File: src/rtl/era_pkg.sv
// Shared types, codes and sizes for the expression register ALU.
// No dependencies; every other file imports this package.
package era_pkg;

    localparam int NUM_REGS    = 64;
    localparam int NUM_TABLES  = 16;
    localparam int TABLE_DEPTH = 64;

    localparam int REG_W = $clog2(NUM_REGS);
    localparam int TBL_W = $clog2(NUM_TABLES);
    localparam int ENT_W = $clog2(TABLE_DEPTH);
    localparam int LEN_W = 7;
    localparam int TS_W  = TBL_W + ENT_W;

    // Divider geometry: Q16.16 dividend shifted up by 16 bits.
    localparam int DIV_W     = 48;
    localparam int DSR_W     = 32;
    localparam int DIV_STEPS = DIV_W;
    localparam int DCNT_W    = $clog2(DIV_STEPS + 1);

    localparam logic signed [31:0] Q_ONE = 32'sh0001_0000;
    localparam logic signed [31:0] S32_MAX = 32'sh7FFF_FFFF;
    localparam logic signed [31:0] S32_MIN = 32'sh8000_0000;

    localparam logic [1:0] OP_WR_REG  = 2'd0;
    localparam logic [1:0] OP_EXEC    = 2'd1;
    localparam logic [1:0] OP_WR_ENT  = 2'd2;
    localparam logic [1:0] OP_WR_DESC = 2'd3;

    localparam logic [3:0] ALU_ADD = 4'd0;
    localparam logic [3:0] ALU_SUB = 4'd1;
    localparam logic [3:0] ALU_MUL = 4'd2;
    localparam logic [3:0] ALU_DIV = 4'd3;
    localparam logic [3:0] ALU_MOD = 4'd4;
    localparam logic [3:0] ALU_TBL = 4'd5;
    localparam logic [3:0] ALU_GT  = 4'd6;
    localparam logic [3:0] ALU_GE  = 4'd7;
    localparam logic [3:0] ALU_LT  = 4'd8;
    localparam logic [3:0] ALU_LE  = 4'd9;
    localparam logic [3:0] ALU_EQ  = 4'd10;
    localparam logic [3:0] ALU_NE  = 4'd11;
    localparam logic [3:0] ALU_AND = 4'd12;
    localparam logic [3:0] ALU_OR  = 4'd13;

    typedef struct packed {
        logic [1:0]         op;
        logic [3:0]         alu_op;
        logic [REG_W-1:0]   lhs_reg;
        logic [REG_W-1:0]   rhs_reg;
        logic [REG_W-1:0]   dest_reg;
        logic signed [31:0] value;
        logic [TBL_W-1:0]   table_sel;
        logic [ENT_W-1:0]   entry_index;
        logic [LEN_W-1:0]   table_length;
        logic               clamp_mode;
        logic               snap_mode;
    } era_in_t;

    typedef struct packed {
        logic signed [31:0] result_value;
        logic [REG_W-1:0]   result_reg;
        logic               div_by_zero;
    } era_out_t;

    typedef enum logic [1:0] {MUL_AB, MUL_POS, MUL_E0, MUL_E1} mul_sel_t;
    typedef enum logic [1:0] {DIV_Q, DIV_MOD, DIV_WRAP} div_sel_t;
    typedef enum logic [3:0] {
        RES_VAL, RES_ALU, RES_MUL, RES_DIV, RES_DZ, RES_MOD, RES_ONE, RES_E0, RES_INTERP
    } res_sel_t;

    typedef struct packed {
        logic     capture;
        logic     tbl_wr;
        logic     desc_wr;
        logic     rd_rhs;
        logic     ld_a;
        logic     ld_b;
        logic     mul_en;
        mul_sel_t mul_sel;
        logic     div_start;
        div_sel_t div_sel;
        logic     ip_clamp;
        logic     ip_wrap;
        logic     tb_nxt;
        logic     ld_e0;
        logic     ld_e1;
        logic     ld_acc;
        logic     res_ld;
        res_sel_t res_sel;
        logic     wb;
    } era_cmd_t;

    typedef struct packed {
        logic [1:0] op;
        logic [3:0] alu_op;
        logic       b_zero;
        logic       short_tbl;
        logic       clamp;
        logic       snap;
        logic       div_done;
        logic       out_free;
    } era_stat_t;

endpackage

File: src/rtl/era_ctrl.sv
// Controller state machine: sequences each item as a short micro-program.
// Depends on era_pkg for command, status and opcode definitions.
module era_ctrl import era_pkg::*; (
    input  logic      clk,
    input  logic      rst_n,
    input  logic      in_valid,
    output logic      in_ready,
    input  era_stat_t stat,
    output era_cmd_t  cmd
);

    localparam logic [3:0] S_IDLE = 4'd0;
    localparam logic [3:0] S_DEC  = 4'd1;
    localparam logic [3:0] S_RDA  = 4'd2;
    localparam logic [3:0] S_RDB  = 4'd3;
    localparam logic [3:0] S_EXE  = 4'd4;
    localparam logic [3:0] S_MULF = 4'd5;
    localparam logic [3:0] S_DIVW = 4'd6;
    localparam logic [3:0] S_TPOS = 4'd7;
    localparam logic [3:0] S_TRD0 = 4'd8;
    localparam logic [3:0] S_TRD1 = 4'd9;
    localparam logic [3:0] S_TRD2 = 4'd10;
    localparam logic [3:0] S_TM0  = 4'd11;
    localparam logic [3:0] S_TM1  = 4'd12;
    localparam logic [3:0] S_WB   = 4'd13;

    logic [3:0] state_reg, state_next;

    always_ff @(posedge clk or negedge rst_n)
    begin
        if (!rst_n)
            state_reg <= S_IDLE;
        else
            state_reg <= state_next;
    end

    assign in_ready = (state_reg == S_IDLE);

    always_comb
    begin
        cmd        = '0;
        state_next = state_reg;
        case (state_reg)
            S_IDLE:
            begin
                if (in_valid)
                begin
                    cmd.capture = 1'b1;
                    state_next  = S_DEC;
                end
            end
            S_DEC:
            begin
                case (stat.op)
                    OP_WR_ENT:
                    begin
                        cmd.tbl_wr = 1'b1;
                        state_next = S_IDLE;
                    end
                    OP_WR_DESC:
                    begin
                        cmd.desc_wr = 1'b1;
                        state_next  = S_IDLE;
                    end
                    OP_WR_REG:
                    begin
                        cmd.res_ld  = 1'b1;
                        cmd.res_sel = RES_VAL;
                        state_next  = S_WB;
                    end
                    default:
                    begin
                        // Unused ALU operation codes drop the beat.
                        state_next = (stat.alu_op > ALU_OR) ? S_IDLE : S_RDA;
                    end
                endcase
            end
            S_RDA:
            begin
                cmd.ld_a   = 1'b1;
                cmd.rd_rhs = 1'b1;
                state_next = S_RDB;
            end
            S_RDB:
            begin
                cmd.ld_b   = 1'b1;
                state_next = S_EXE;
            end
            S_EXE:
            begin
                case (stat.alu_op)
                    ALU_MUL:
                    begin
                        cmd.mul_en  = 1'b1;
                        cmd.mul_sel = MUL_AB;
                        state_next  = S_MULF;
                    end
                    ALU_DIV:
                    begin
                        if (stat.b_zero)
                        begin
                            cmd.res_ld  = 1'b1;
                            cmd.res_sel = RES_DZ;
                            state_next  = S_WB;
                        end
                        else
                        begin
                            cmd.div_start = 1'b1;
                            cmd.div_sel   = DIV_Q;
                            state_next    = S_DIVW;
                        end
                    end
                    ALU_MOD:
                    begin
                        cmd.div_start = 1'b1;
                        cmd.div_sel   = DIV_MOD;
                        state_next    = S_DIVW;
                    end
                    ALU_TBL:
                    begin
                        if (stat.short_tbl)
                        begin
                            cmd.res_ld  = 1'b1;
                            cmd.res_sel = RES_ONE;
                            state_next  = S_WB;
                        end
                        else
                        begin
                            cmd.mul_en  = 1'b1;
                            cmd.mul_sel = MUL_POS;
                            state_next  = S_TPOS;
                        end
                    end
                    default:
                    begin
                        cmd.res_ld  = 1'b1;
                        cmd.res_sel = RES_ALU;
                        state_next  = S_WB;
                    end
                endcase
            end
            S_MULF:
            begin
                cmd.res_ld  = 1'b1;
                cmd.res_sel = RES_MUL;
                state_next  = S_WB;
            end
            S_DIVW:
            begin
                cmd.div_sel = (stat.alu_op == ALU_TBL) ? DIV_WRAP : DIV_Q;
                if (stat.div_done)
                begin
                    if (stat.alu_op == ALU_TBL)
                    begin
                        cmd.ip_wrap = 1'b1;
                        state_next  = S_TRD0;
                    end
                    else
                    begin
                        cmd.res_ld  = 1'b1;
                        cmd.res_sel = (stat.alu_op == ALU_DIV) ? RES_DIV : RES_MOD;
                        state_next  = S_WB;
                    end
                end
            end
            S_TPOS:
            begin
                if (stat.clamp)
                begin
                    cmd.ip_clamp = 1'b1;
                    state_next   = S_TRD0;
                end
                else
                begin
                    cmd.div_start = 1'b1;
                    cmd.div_sel   = DIV_WRAP;
                    state_next    = S_DIVW;
                end
            end
            S_TRD0:
            begin
                state_next = S_TRD1;
            end
            S_TRD1:
            begin
                cmd.ld_e0  = 1'b1;
                cmd.tb_nxt = 1'b1;
                state_next = S_TRD2;
            end
            S_TRD2:
            begin
                if (stat.snap)
                begin
                    cmd.res_ld  = 1'b1;
                    cmd.res_sel = RES_E0;
                    state_next  = S_WB;
                end
                else
                begin
                    cmd.ld_e1   = 1'b1;
                    cmd.mul_en  = 1'b1;
                    cmd.mul_sel = MUL_E0;
                    state_next  = S_TM0;
                end
            end
            S_TM0:
            begin
                cmd.ld_acc  = 1'b1;
                cmd.mul_en  = 1'b1;
                cmd.mul_sel = MUL_E1;
                state_next  = S_TM1;
            end
            S_TM1:
            begin
                cmd.res_ld  = 1'b1;
                cmd.res_sel = RES_INTERP;
                state_next  = S_WB;
            end
            S_WB:
            begin
                // Hold until the output register can take the beat.
                if (stat.out_free)
                begin
                    cmd.wb     = 1'b1;
                    state_next = S_IDLE;
                end
            end
            default:
            begin
                state_next = S_IDLE;
            end
        endcase
    end

endmodule
File: config.mk
export PLATFORM = sky130hd
export DESIGN_NAME = era_ctrl
export DESIGN_NICKNAME = d
export VERILOG_FILES = /design/src/rtl/era_pkg.sv /design/src/rtl/era_ctrl.sv
export SDC_FILE = /design/constraint.sdc
export NUM_CORES = 1
export LEC_CHECK = 0
export ABC_CLOCK_PERIOD_IN_PS = 1700
export BUFFER_PORTS_ARGS = -buffer_cell sky130_fd_sc_hd__buf_2
export CAP_MARGIN = 10
export CORE_ASPECT_RATIO = 1.2
export CORE_UTILIZATION = 46
export DETAILED_ROUTE_END_ITERATION = 8
export PLACE_DENSITY = 0.85
export SLEW_MARGIN = 20
export SYNTH_ARGS = -nofsm -noshare
export SYNTH_HDL_FRONTEND = slang
export SYNTH_SLANG_ARGS = --single-unit
export TNS_END_PERCENT = 5
File: constraint.sdc
create_clock -name clk -period 1.7 [get_ports clk]
set_input_delay 0.255 -clock clk [delete_from_list [all_inputs] [get_ports clk]]
set_output_delay 0.255 -clock clk [all_outputs]
set_load 0.03 [all_outputs]
# == Word-level counts from Yosys, hierarchy flattened ==
# Index checks and enable logic that the tools add are counted.
# Widths: inputs -> output; s select.
# op_classes
reduce_logical,6
order_cmp,1
mux,49
eq_ne,22
# op_table
cell,n
$pmux 4 s13,1
$mux 5,6
$pmux 5 s6,1
$eq 4x3->1 const B,6
$eq 4x4->1 const B,6
$mux 4,6
$mux 3,7
$eq 4x2->1 const B,4
$pmux 4 s4,1
$mux 1,15
$pmux 5 s3,1
$pmux 3 s2,2
$mux 2,5
$pmux 3 s3,1
$pmux 4 s2,1
$ne 2x2->1 const B,3
$pmux 2 s3,1
$reduce_or 2->1,3
$eq 2x2->1 const B,2
$eq 4x1->1 const B,1
$gt 4x4->1 const B,1
$logic_not 4->1,1
$reduce_and 3->1,1
$logic_not 2->1,1
$pmux 1 s2,1
# word_totals
inputBits,15
ff_bits,4
output_inout_bits,25
word_cells,79

# == Longest topological paths before layout ==
# Gate-level depths: netlist of run 1.
# logic_depth
ltp_word,5
ltp_mapped,6
ltp_nobuf,4

# == Least setup slack after synthesis of run 1 ==
# OpenSTA, ideal clock, no wires.
# synth_timing
kind,register to output
start,register state_reg[1]
end,output port cmd[12] (netlist name)
required_ns,1.445
slack_ns,-0.484
path_buffers,0
stages_incl_launch_ff,3
arrival_time_ns,1.929
cell_sequence,dfrtp_1 or4b_4 nor4_1
# synth_rtl
item,line,source
"start, declared",era_ctrl.sv:27,"logic [3:0] state_reg, state_next;"
"start signal, assigned",era_ctrl.sv:34,state_reg <= state_next;
"end, declared",era_ctrl.sv:9,output era_cmd_t cmd

==> run_results.csv, run 1 <==
group,metric,value,unit
synthesis,yosysWarnings,0,
floorplanning,design.core.area,1680,um2
cts,ctsLongestPathBuffers,2,
floorplanning,initial_core_util,50.9,%
sta,maxSlewViolCount,0,
grt,track_usage,38.2,%
layout,largest_register_ffs,4,
synthesis,ys_seq_elements,4,
detailed_routing,wl_met3,392,um
floorplanning,boundaryPins,40,
detailed_routing,top_layer,"met4",
sta,tightest_slew,0.346,ns
place,hpwlAfterDp,2.57,mm
detailed_routing,wire_per_inst,21.3,um
floorplanning,row_count,16,
synthesis,async_flop_share,100,%
detailed_routing,drt-met1-wl,1.56,mm
layout,drive_gt1_share,53.4,%
status,violations,"negative setup slack",
cts,cts-buffers-inserted,3,
grt,antenna_found_initial,0,
synthesis,syn-num-nets,141,
floorplanning,die_h,49.3,um
cts,cts_tree,"done",
status,outcome,"finished, violations left",
floorplanning,die_w,41.4,um
grt,grt_pass1_vias,1211,
sta,hold_viol,0,
synthesis,yosysSeqAreaShare,11.7,%
synthesis,syn-mean-instance-area,6.79,um2
setup_path,ff2ff_path_depth,6,
setup_path,r2r_end,"state_reg[1]",
sta,setup_viol,23,
power_and_ir_drop,vdd_ir_drop_max,0.951,mV
cts,clk_pin_slew,0.04,ns
setup_path,rrSetupSlack,-0.15,ns
layout,fin_util,92.1,%
cts,clock_latency,0.24,ns
detailed_routing,via_count,1401,
setup_path,required,1.44,ns
detailed_routing,postRouteAntennaNets,0,
synthesis,netlist_area,856,um2
detailed_routing,drt-pass1-iter-count,6,
setup_path,crit_fanout,5,
setup_path,startpoint_type,"flip-flop",
setup_path,cp-end-kind,"output port",
layout,area_growth,81.0,%
grt,grt-ovfl-total,0,
sta,fin_skew,0.00307,ns
synthesis,synthCells,126,
layout,antenna-diode-count,0,
flow_run,cap_violations,0,
sta,period_needed,2.22,ns
setup_path,r2r_start,"state_reg[2]",
setup_path,path_class,"reg -> out",
detailed_routing,viasPerCell,6.70,
sta,rsz0062_at_grt,"true",
power_and_ir_drop,p_leak,0.723,nW
floorplanning,dieArea,2040,um2
grt,grt_max_degree,16,
sta,maxSlewHeadroom,76.6,%
synthesis,synthDistinctLibCells,47,
cts,ctsHtreeMaxLevel,1,
grt,grt_pass1_wl,5.40,mm
cts,clock-root-buffer,"clkbuf_4",
synthesis,synth-edff-count,0,
sta,post-route-period-util,131,%
place,gp_congestion,0.892,
cts,cts_sinks,4,
power_and_ir_drop,p_per_area,1630,nW/um2
detailed_routing,dr.first_iter.drc_count,116,
synthesis,ys.flop_type,"dfrtp_1",
detailed_routing,wl_met2,2.22,mm
layout,nets,208,
sta,setup_slack,-0.524,ns
sta,holdWs,0.357,ns
sta,fmax,450,MHz
detailed_routing,drc,0,
setup_path,arrival,1.97,ns
hold_path,hold_class,"in -> async",
detailed_routing,wl,4.44,mm
place,port_buffers,39,
==> layer usage <==
layer | vias to the layer above | track usage, %
met5 | - | 0
met4 | 0 | 15.6
met3 | 30 | 4.11
met2 | 118 | 66.7
met1 | 653 | 43.2
li1 | 600 | -
==> synth_stat cells (2+ instances only) <==
cell type	count	share of area, %
nor4b_1	2	2.0
nor2b_1	4	2.9
inv_1	7	3.1
nand3_1	7	4.1
nand3b_1	4	3.5
buf_2	6	3.5
a21o_1	3	2.6
nand2b_1	8	5.8
and3_1	2	1.5
nor3_1	7	4.1
o22ai_1	2	1.5
nor4bb_1	2	2.3
buf_4	4	3.5
or4_1	2	1.8
a21oi_1	6	3.5
a31oi_1	3	2.2
nor3b_1	2	1.8
nand2_1	7	3.1
or3_1	4	2.9
nor2_1	7	3.1
dfrtp_1	4	12
o21a_1	2	1.8
o21ai_0	7	4.1
==> placed cells by master (no fill, tap or decap), types with 2 or more instances in the layout <==
cell type / synthesis / final
buf_8: 0 / 3
nor2_2: 1 / 2
clkbuf_4: 0 / 4
buf_2: 6 / 16
o21ai_0: 7 / 6
and3_1: 2 / 2
nand3_2: 0 / 2
buf_6: 0 / 8
or4_1: 2 / 2
nor2_1: 7 / 5
dfrtp_1: 4 / 4
nand3b_1: 4 / 4
nor4bb_1: 2 / 2
nor3b_1: 2 / 2
a21oi_2: 1 / 3
o22ai_1: 2 / 2
a21o_1: 3 / 3
nor2b_4: 0 / 2
nand2b_1: 8 / 6
nor3_2: 0 / 4
inv_1: 7 / 7
buf_4: 4 / 45
a21oi_1: 6 / 4
o21ai_1: 1 / 2
or3_1: 4 / 4
o21a_1: 2 / 2
nand2_1: 7 / 6
nor4_4: 0 / 2
nand3_1: 7 / 5
nor3_1: 7 / 3
a31oi_1: 3 / 3
nand2b_4: 0 / 2
==> area by class of cell <==
type / count / area (um2)
clock buffers: 3 / 22.5
fillers: 68 / 133
inverters: 7 / 26.3
multi-input cells: 103 / 807
flip-flops and latches: 4 / 100
well taps: 18 / 22.5
repair buffers: 74 / 571
==> report_power, final <==
| part | internal, mW | leakage (nW) | total (mW) | switching [mW] |
|---|---|---|---|---|
| Clock | 0.0793 | 0.0138 | 0.123 | 0.0436 |
| Sequential | 0.145 | 0.0492 | 0.191 | 0.0455 |
| Combinational | 0.963 | 0.660 | 2.22 | 1.25 |
==> critical path: stages (launching register included) <==
cell and delay (ns):
dfrtp_1 0.34, buf_4 0.17, nand2b_1 0.14, or4_1 0.59, a21oi_2 0.20, or3b_4 0.16
buf_6 0.13
==> worst max path at each step <==
| stage | endpoint | startpoint | depth (start not counted) | slack (ns) |
|---|---|---|---|---|
| after CTS | cmd[1] | state_reg[0] | 5 | -0.35 |
| after global routing | cmd[5] | state_reg[0] | 5 | -0.57 |
| after detailed placement | cmd[1] | state_reg[0] | 5 | -0.13 |
| after floorplan | cmd[9] | state_reg[2] | 5 | -0.19 |
| after global placement | cmd[5] | state_reg[1] | 5 | -0.12 |
| final | cmd[5] | state_reg[1] | 6 | -0.52 |
==> kinds of logic after synthesis <==
| logic type | count (synthesis) | synth area share [%] |
|---|---|---|
| simple gates | 66 | 48.0 |
| compound gates | 35 | 27.2 |
| buf+inv | 19 | 11.0 |
| flops | 4 | 11.7 |
| xor+xnor | 1 | 1.02 |
| mux | 1 | 1.17 |
==> per-stage QoR <==
step | power, mW | instance area [um2] | setup TNS [ns] | setup WS, ns | cells
5_1_grt | 2.65 | 1550 | -6.19 | -0.567 | 209
4_1_cts | 2.21 | 1440 | -3.05 | -0.355 | 208
6_report | 2.53 | 1550 | -3.87 | -0.524 | 209
3_5_place_dp | 1.86 | 1300 | -0.559 | -0.134 | 204
2_1_floorplan | 1.29 | 900 | -1.10 | -0.185 | 126
3_3_place_gp | 1.80 | 1300 | -0.358 | -0.116 | 204
==> what timing repair did <==
| action | CTS | global route |
|---|---|---|
| hold buffers | 1 | 0 |
| setup endpoints to repair | 25 | 28 |
| buffers inserted | 0 | 1 |
| resized for setup | 35 | 30 |
| endpoints found under the hold margin | 4 | 0 |
| pin swaps | 6 | 6 |
No activity file was read; power rests on OpenSTA's default activity.
==> inputs of run 2 (changes only) <==
- CORE_ASPECT_RATIO: 1.2 -> not set
==> run_results.csv, run 2 (same netlist as run 1, synthesis figures left out) <==
group,metric,value,unit
status,outcome,"finished, violations left",
cts,cts_tree,"done",
setup_path,r2r_start,"state_reg[3]",
detailed_routing,drc,0,
sta,fmax,465,MHz
grt,grt_use_met3,2.80,%
grt,grt_max_degree,12,
place,dpl_worst_slack,-0.152,ns
power_and_ir_drop,p_leak,0.715,nW
setup_path,r2r_end,"state_reg[1]",
detailed_routing,postRouteAntennaNets,0,
sta,holdWs,0.343,ns
setup_path,rrSetupSlack,-0.15,ns
layout,multi_input_area,805,um2
place,gp_congestion,0.939,
floorplanning,initial_core_util,49.6,%
status,violations,"negative setup slack",
sta,rsz0062_at_grt,"true",
layout,largest_register_ffs,4,
setup_path,cp-end-kind,"output port",
setup_path,startpoint_type,"flip-flop",
detailed_routing,viasPerCell,6.53,
grt,grt_pass1_vias,1220,
place,place_area,1290,um2
cts,clock_latency,0.24,ns
sta,maxSlewViolCount,0,
grt,use_met2,72.5,%
layout,nets,205,
setup_path,arrival,1.89,ns
grt,top_usage_layer,"met2",
cts,ctsHtreeMaxLevel,1,
flow_run,cap_violations,0,
sta,setup_viol,24,
layout,mostFrequentLayoutCells,"buf_4, buf_2, buf_6",
floorplanning,dieArea,2040,um2
cts,clk_pin_slew,0.04,ns
floorplanning,row_count,15,
floorplanning,boundaryPins,40,
detailed_routing,drt-pass1-iter-count,5,
power_and_ir_drop,p_per_area,1640,nW/um2
floorplanning,die_w,45.1,um
grt,track_usage,41.0,%
hold_path,hold_class,"in -> async",
grt,grt-ovfl-total,0,
sta,tightest_slew,0.396,ns
layout,fin_util,88.9,%
grt,grt_pass1_wl,5.89,mm
detailed_routing,dr.first_iter.drc_count,117,
grt,use_met1,50.5,%
sta,maxSlewHeadroom,73.4,%
place,hpwlAfterDp,2.53,mm
setup_path,path_class,"reg -> out",
layout,area_growth,79.4,%
sta,hold_viol,0,
layout,drive_gt1_share,53.2,%
setup_path,ff2ff_path_depth,5,
sta,post-route-period-util,126,%
layout,antenna-diode-count,0,
detailed_routing,wl,4.28,mm
grt,antenna_found_initial,0,
layout,nFillCells,97,
floorplanning,die_h,45.1,um
place,port_buffers,39,
cts,postCtsSetupRepairBufs,0,
setup_path,required,1.44,ns
layout,regArea,100,um2
cts,cts_sinks,4,
cts,ctsLongestPathBuffers,2,
detailed_routing,via_count,1391,
detailed_routing,wire_per_inst,20.1,um
sta,fin_skew,0.00318,ns
power_and_ir_drop,vdd_ir_drop_max,1.14,mV
cts,cts-buffers-inserted,3,
floorplanning,design.core.area,1730,um2
setup_path,crit_fanout,7,
sta,fin_tns_setup,-4.01,ns
sta,period_needed,2.15,ns
layout,final_area,1540,um2
layout,final_common_cell,"buf_4",
sta,setup_slack,-0.449,ns
cts,clock-root-buffer,"clkbuf_4",
## run 2: worst max-delay path by stage
| stage | from | to | slack, ns | depth (start not counted) |
|---|---|---|---|---|
| 2_1_floorplan | state_reg[2] | cmd[9] | -0.19 | 5 |
| 3_3_place_gp | state_reg[1] | cmd[5] | -0.12 | 5 |
| 3_5_place_dp | state_reg[3] | cmd[5] | -0.15 | 5 |
| 4_1_cts | state_reg[3] | cmd[5] | -0.38 | 5 |
| 5_1_grt | state_reg[3] | cmd[5] | -0.48 | 6 |
| 6_report | state_reg[3] | cmd[5] | -0.45 | 6 |
## run 2: stage by stage
step           std cells  power, mW
4_1_cts              213       2.23
2_1_floorplan        126       1.29
5_1_grt              213       2.60
3_3_place_gp         209       1.82
3_5_place_dp         209       1.86
6_report             213       2.51
## run 2: layout make-up
class / instances / area share [%]
sequential: 4 / 6.52
multi-input combinational: 103 / 52.4
inverter: 7 / 1.71
tap: 25 / 2.04
clock buffer: 3 / 1.47
timing repair buffer: 71 / 35.9
## run 2: where the power goes
group          switching [mW]  internal [mW]  total (mW)
combinational            1.22          0.962        2.19
clock                  0.0473         0.0795       0.127
sequential             0.0557          0.145       0.201
total                    1.33           1.19        2.51
## run 2: critical path: stages, from the launching register on
cell and delay (ns):
dfrtp_1 0.44, buf_4 0.21, nor2b_2 0.17, nand3_1 0.13, nand3_1 0.13, or3b_1 0.41, buf_6 0.15
## run 2: what timing repair did
item                                   4_1_cts  5_1_grt
hold buffers                                 1        0
gates resized for setup                     39       22
endpoints found under the hold margin        4        0
pin swaps                                    2        4
setup endpoints to repair                   22       25
## run 2: per-layer routing
| metal | vias up | wire (um) | share of wire, % |
|---|---|---|---|
| li1 | 591 | - | - |
| met5 | - | 0 | 0 |
| met3 | 33 | 452 | 11 |
| met4 | 0 | 291 | 6.8 |
| met1 | 639 | 1460 | 34 |
| met2 | 128 | 2080 | 49 |
==> inputs of run 3 (changes only) <==
--- a/config.mk
+++ b/config.mk
@@ -7,2 +7,3 @@
 export LEC_CHECK = 0
+export ABC_AREA = 1
 export ABC_CLOCK_PERIOD_IN_PS = 1700
@@ -10,3 +11,3 @@
 export CAP_MARGIN = 10
-export CORE_UTILIZATION = 46
+export CORE_UTILIZATION = 44
 export DETAILED_ROUTE_END_ITERATION = 8
--- a/constraint.sdc
+++ b/constraint.sdc
@@ -3,2 +3,2 @@
 set_output_delay 0.255 -clock clk [all_outputs]
-set_load 0.03 [all_outputs]
+set_load 0.05 [all_outputs]
==> run_results.csv, run 3 <==
group,metric,value,unit
power_and_ir_drop,p_int,740,uW
setup_path,arrival,1.58,ns
floorplanning,boundaryPins,40,
synthesis,yosysSeqAreaShare,13.4,%
detailed_routing,wl,2.65,mm
place,dp_cells,204,
synthesis,yosys-top-cells-count,"nand2_1, inv_1, nor2_1",
detailed_routing,drt-pass1-iter-count,4,
sta,maxSlewViolCount,0,
setup_path,ff2ff_path_depth,10,
sta,setup_viol,15,
power_and_ir_drop,netSwitchingFraction,61.3,%
detailed_routing,postRouteAntennaNets,0,
cts,ctsLongestPathBuffers,2,
sta,post-route-period-util,108,%
flow_run,cap_violations,0,
layout,nets,217,
synthesis,yosysTopAreaCell,"nand2_1",
floorplanning,design.core.area,1540,um2
floorplanning,die_w,43.2,um
layout,final_common_cell,"nand2_1",
power_and_ir_drop,combPwrFrac,81.5,%
floorplanning,initial_core_util,48.5,%
power_and_ir_drop,p_leak,0.797,nW
setup_path,path_class,"reg -> out",
synthesis,synth-edff-count,0,
synthesis,async_flop_share,100,%
cts,ctsHtreeMaxLevel,1,
setup_path,rrSetupSlack,0.29,ns
setup_path,cp-end-kind,"output port",
detailed_routing,wire_per_inst,12.3,um
place,gp_congestion,0.900,
synthesis,ys.flop_type,"dfrtp_1",
power_and_ir_drop,seqPwrFrac,11.8,%
setup_path,startpoint_type,"flip-flop",
sta,fin_skew,0.00328,ns
grt,grt_max_degree,7,
synthesis,yosysTopAreaCellShare,23.6,%
grt,grt-ovfl-total,0,
synthesis,yosysWarnings,0,
power_and_ir_drop,p_per_area,1620,nW/um2
cts,clock-root-buffer,"clkbuf_4",
floorplanning,row_count,14,
status,violations,"negative setup slack",
sta,rsz0062_at_grt,"true",
setup_path,r2r_end,"state_reg[0]",
sta,setup_slack,-0.133,ns
floorplanning,die_h,43.2,um
layout,largest_register_ffs,4,
cts,clk_pin_slew,0.04,ns
detailed_routing,drc,0,
hold_path,hold_class,"in -> async",
cts,cts_tree,"done",
place,dpl_worst_slack,0.0183,ns
cts,clock_latency,0.25,ns
sta,tightest_slew,0.248,ns
power_and_ir_drop,vdd_ir_drop_max,1.12,mV
sta,period_needed,1.83,ns
grt,grt_pass1_vias,1032,
place,hpwlAfterDp,1.85,mm
detailed_routing,dr.first_iter.drc_count,54,
layout,final-instance-count-excl-fill,216,
cts,cts-buffers-inserted,3,
power_and_ir_drop,p_switching,1.17,mW
detailed_routing,viasPerCell,5.42,
synthesis,synth_area_leaders,"nand2_1, dfrtp_1, inv_1",
synthesis,netlist_area,747,um2
place,port_buffers,39,
synthesis,syn-num-nets,163,
synthesis,synthDistinctLibCells,22,
status,outcome,"finished, violations left",
cts,cts_sinks,4,
sta,maxSlewHeadroom,83.4,%
layout,mostFrequentLayoutCells,"nand2_1, inv_1, buf_4",
grt,grt_pass1_wl,4.22,mm
synthesis,synthCells,148,
layout,antenna-diode-count,0,
power_and_ir_drop,p_clk_share,6.8,%
synthesis,synth_most_common_cell,"nand2_1",
setup_path,crit_fanout,6,
grt,antenna_found_initial,0,
layout,area_growth,57.8,%
synthesis,syn-mean-instance-area,5.05,um2
setup_path,r2r_start,"state_reg[0]",
setup_path,required,1.44,ns
synthesis,ys_seq_elements,4,
detailed_routing,via_count,1170,
grt,track_usage,29.1,%
layout,drive_gt1_share,41.5,%
sta,hold_viol,0,
floorplanning,dieArea,1870,um2
sta,fmax,546,MHz
## run 3: area by class of cell
type	instances	area, um2
Clock buffer	3	22.5
Fill cell	117	363
Timing Repair Buffer	51	362
Tap cell	16	20.0
Sequential cell	4	104
Multi-Input combinational cell	110	551
Inverter	32	120
## run 3: cells by family (layout without fill, tap and decap cells)
kind of cell	Yosys count	after routing	share of synthesized area, %
compound gates	7	7	6.87
buf+inv	34	86	18.1
flops	4	4	13.4
simple gates	103	103	61.6
## run 3: through the flow
step	setup TNS [ns]	util (%)	hold slack (ns)	power, mW	area, um2
final	-0.884	76.5	0.336	1.91	1180
after CTS	-0.328	73.4	0.356	1.80	1130
after floorplan	-1.92	-	-0.0406	1.21	753
after global routing	-1.65	76.5	0.361	2.04	1180
after global placement	0	63.3	0.0573	1.46	976
after detailed placement	0	63.3	0.0653	1.48	976
## run 3: how the worst max path moves through the flow
stage / from / to / slack, ns / cells after the start
CTS: state_reg[2] / cmd[5] / -0.07 / 8
floorplan: state_reg[1] / cmd[14] / -0.45 / 5
global route: state_reg[3] / cmd[3] / -0.17 / 6
global placement: state_reg[3] / cmd[3] / 0.08 / 6
finish: state_reg[0] / cmd[17] / -0.13 / 7
detailed placement: state_reg[3] / cmd[3] / 0.02 / 6
## run 3: power by group through the flow
stage	sequential (mW)	clock (mW)	combinational (mW)
after floorplan	0.199	0	1.01
after global placement	0.204	0	1.26
after detailed placement	0.210	0	1.27
after CTS	0.215	0.121	1.47
after global routing	0.229	0.131	1.68
final	0.225	0.130	1.56
## run 3: per-layer routing
layer | routed length (um) | up-vias | global-route usage [%] | part of all wire, %
met2 | 1320 | 73 | 50.7 | 50
li1 | - | 562 | - | -
met4 | 72 | 0 | 13.3 | 2.7
met1 | 1030 | 521 | 34.3 | 39
met5 | 0 | - | 0 | 0
met3 | 222 | 14 | 4.26 | 8.4
## run 3: critical path, cell delays in order, from the launching register on
cell and delay (ns):
dfrtp_2 0.43, buf_4 0.15, nor2_4 0.12, inv_2 0.06
nor2_4 0.16, nand2_1 0.12, nand3_1 0.10, buf_4 0.19
## run 3: timing repair
action,4_1_cts,5_1_grt
setup endpoints to repair,17,23
resized for setup,27,16
pin swaps,3,4
hold buffers,1,0
buffers inserted,6,2
hold endpoints to repair,4,0
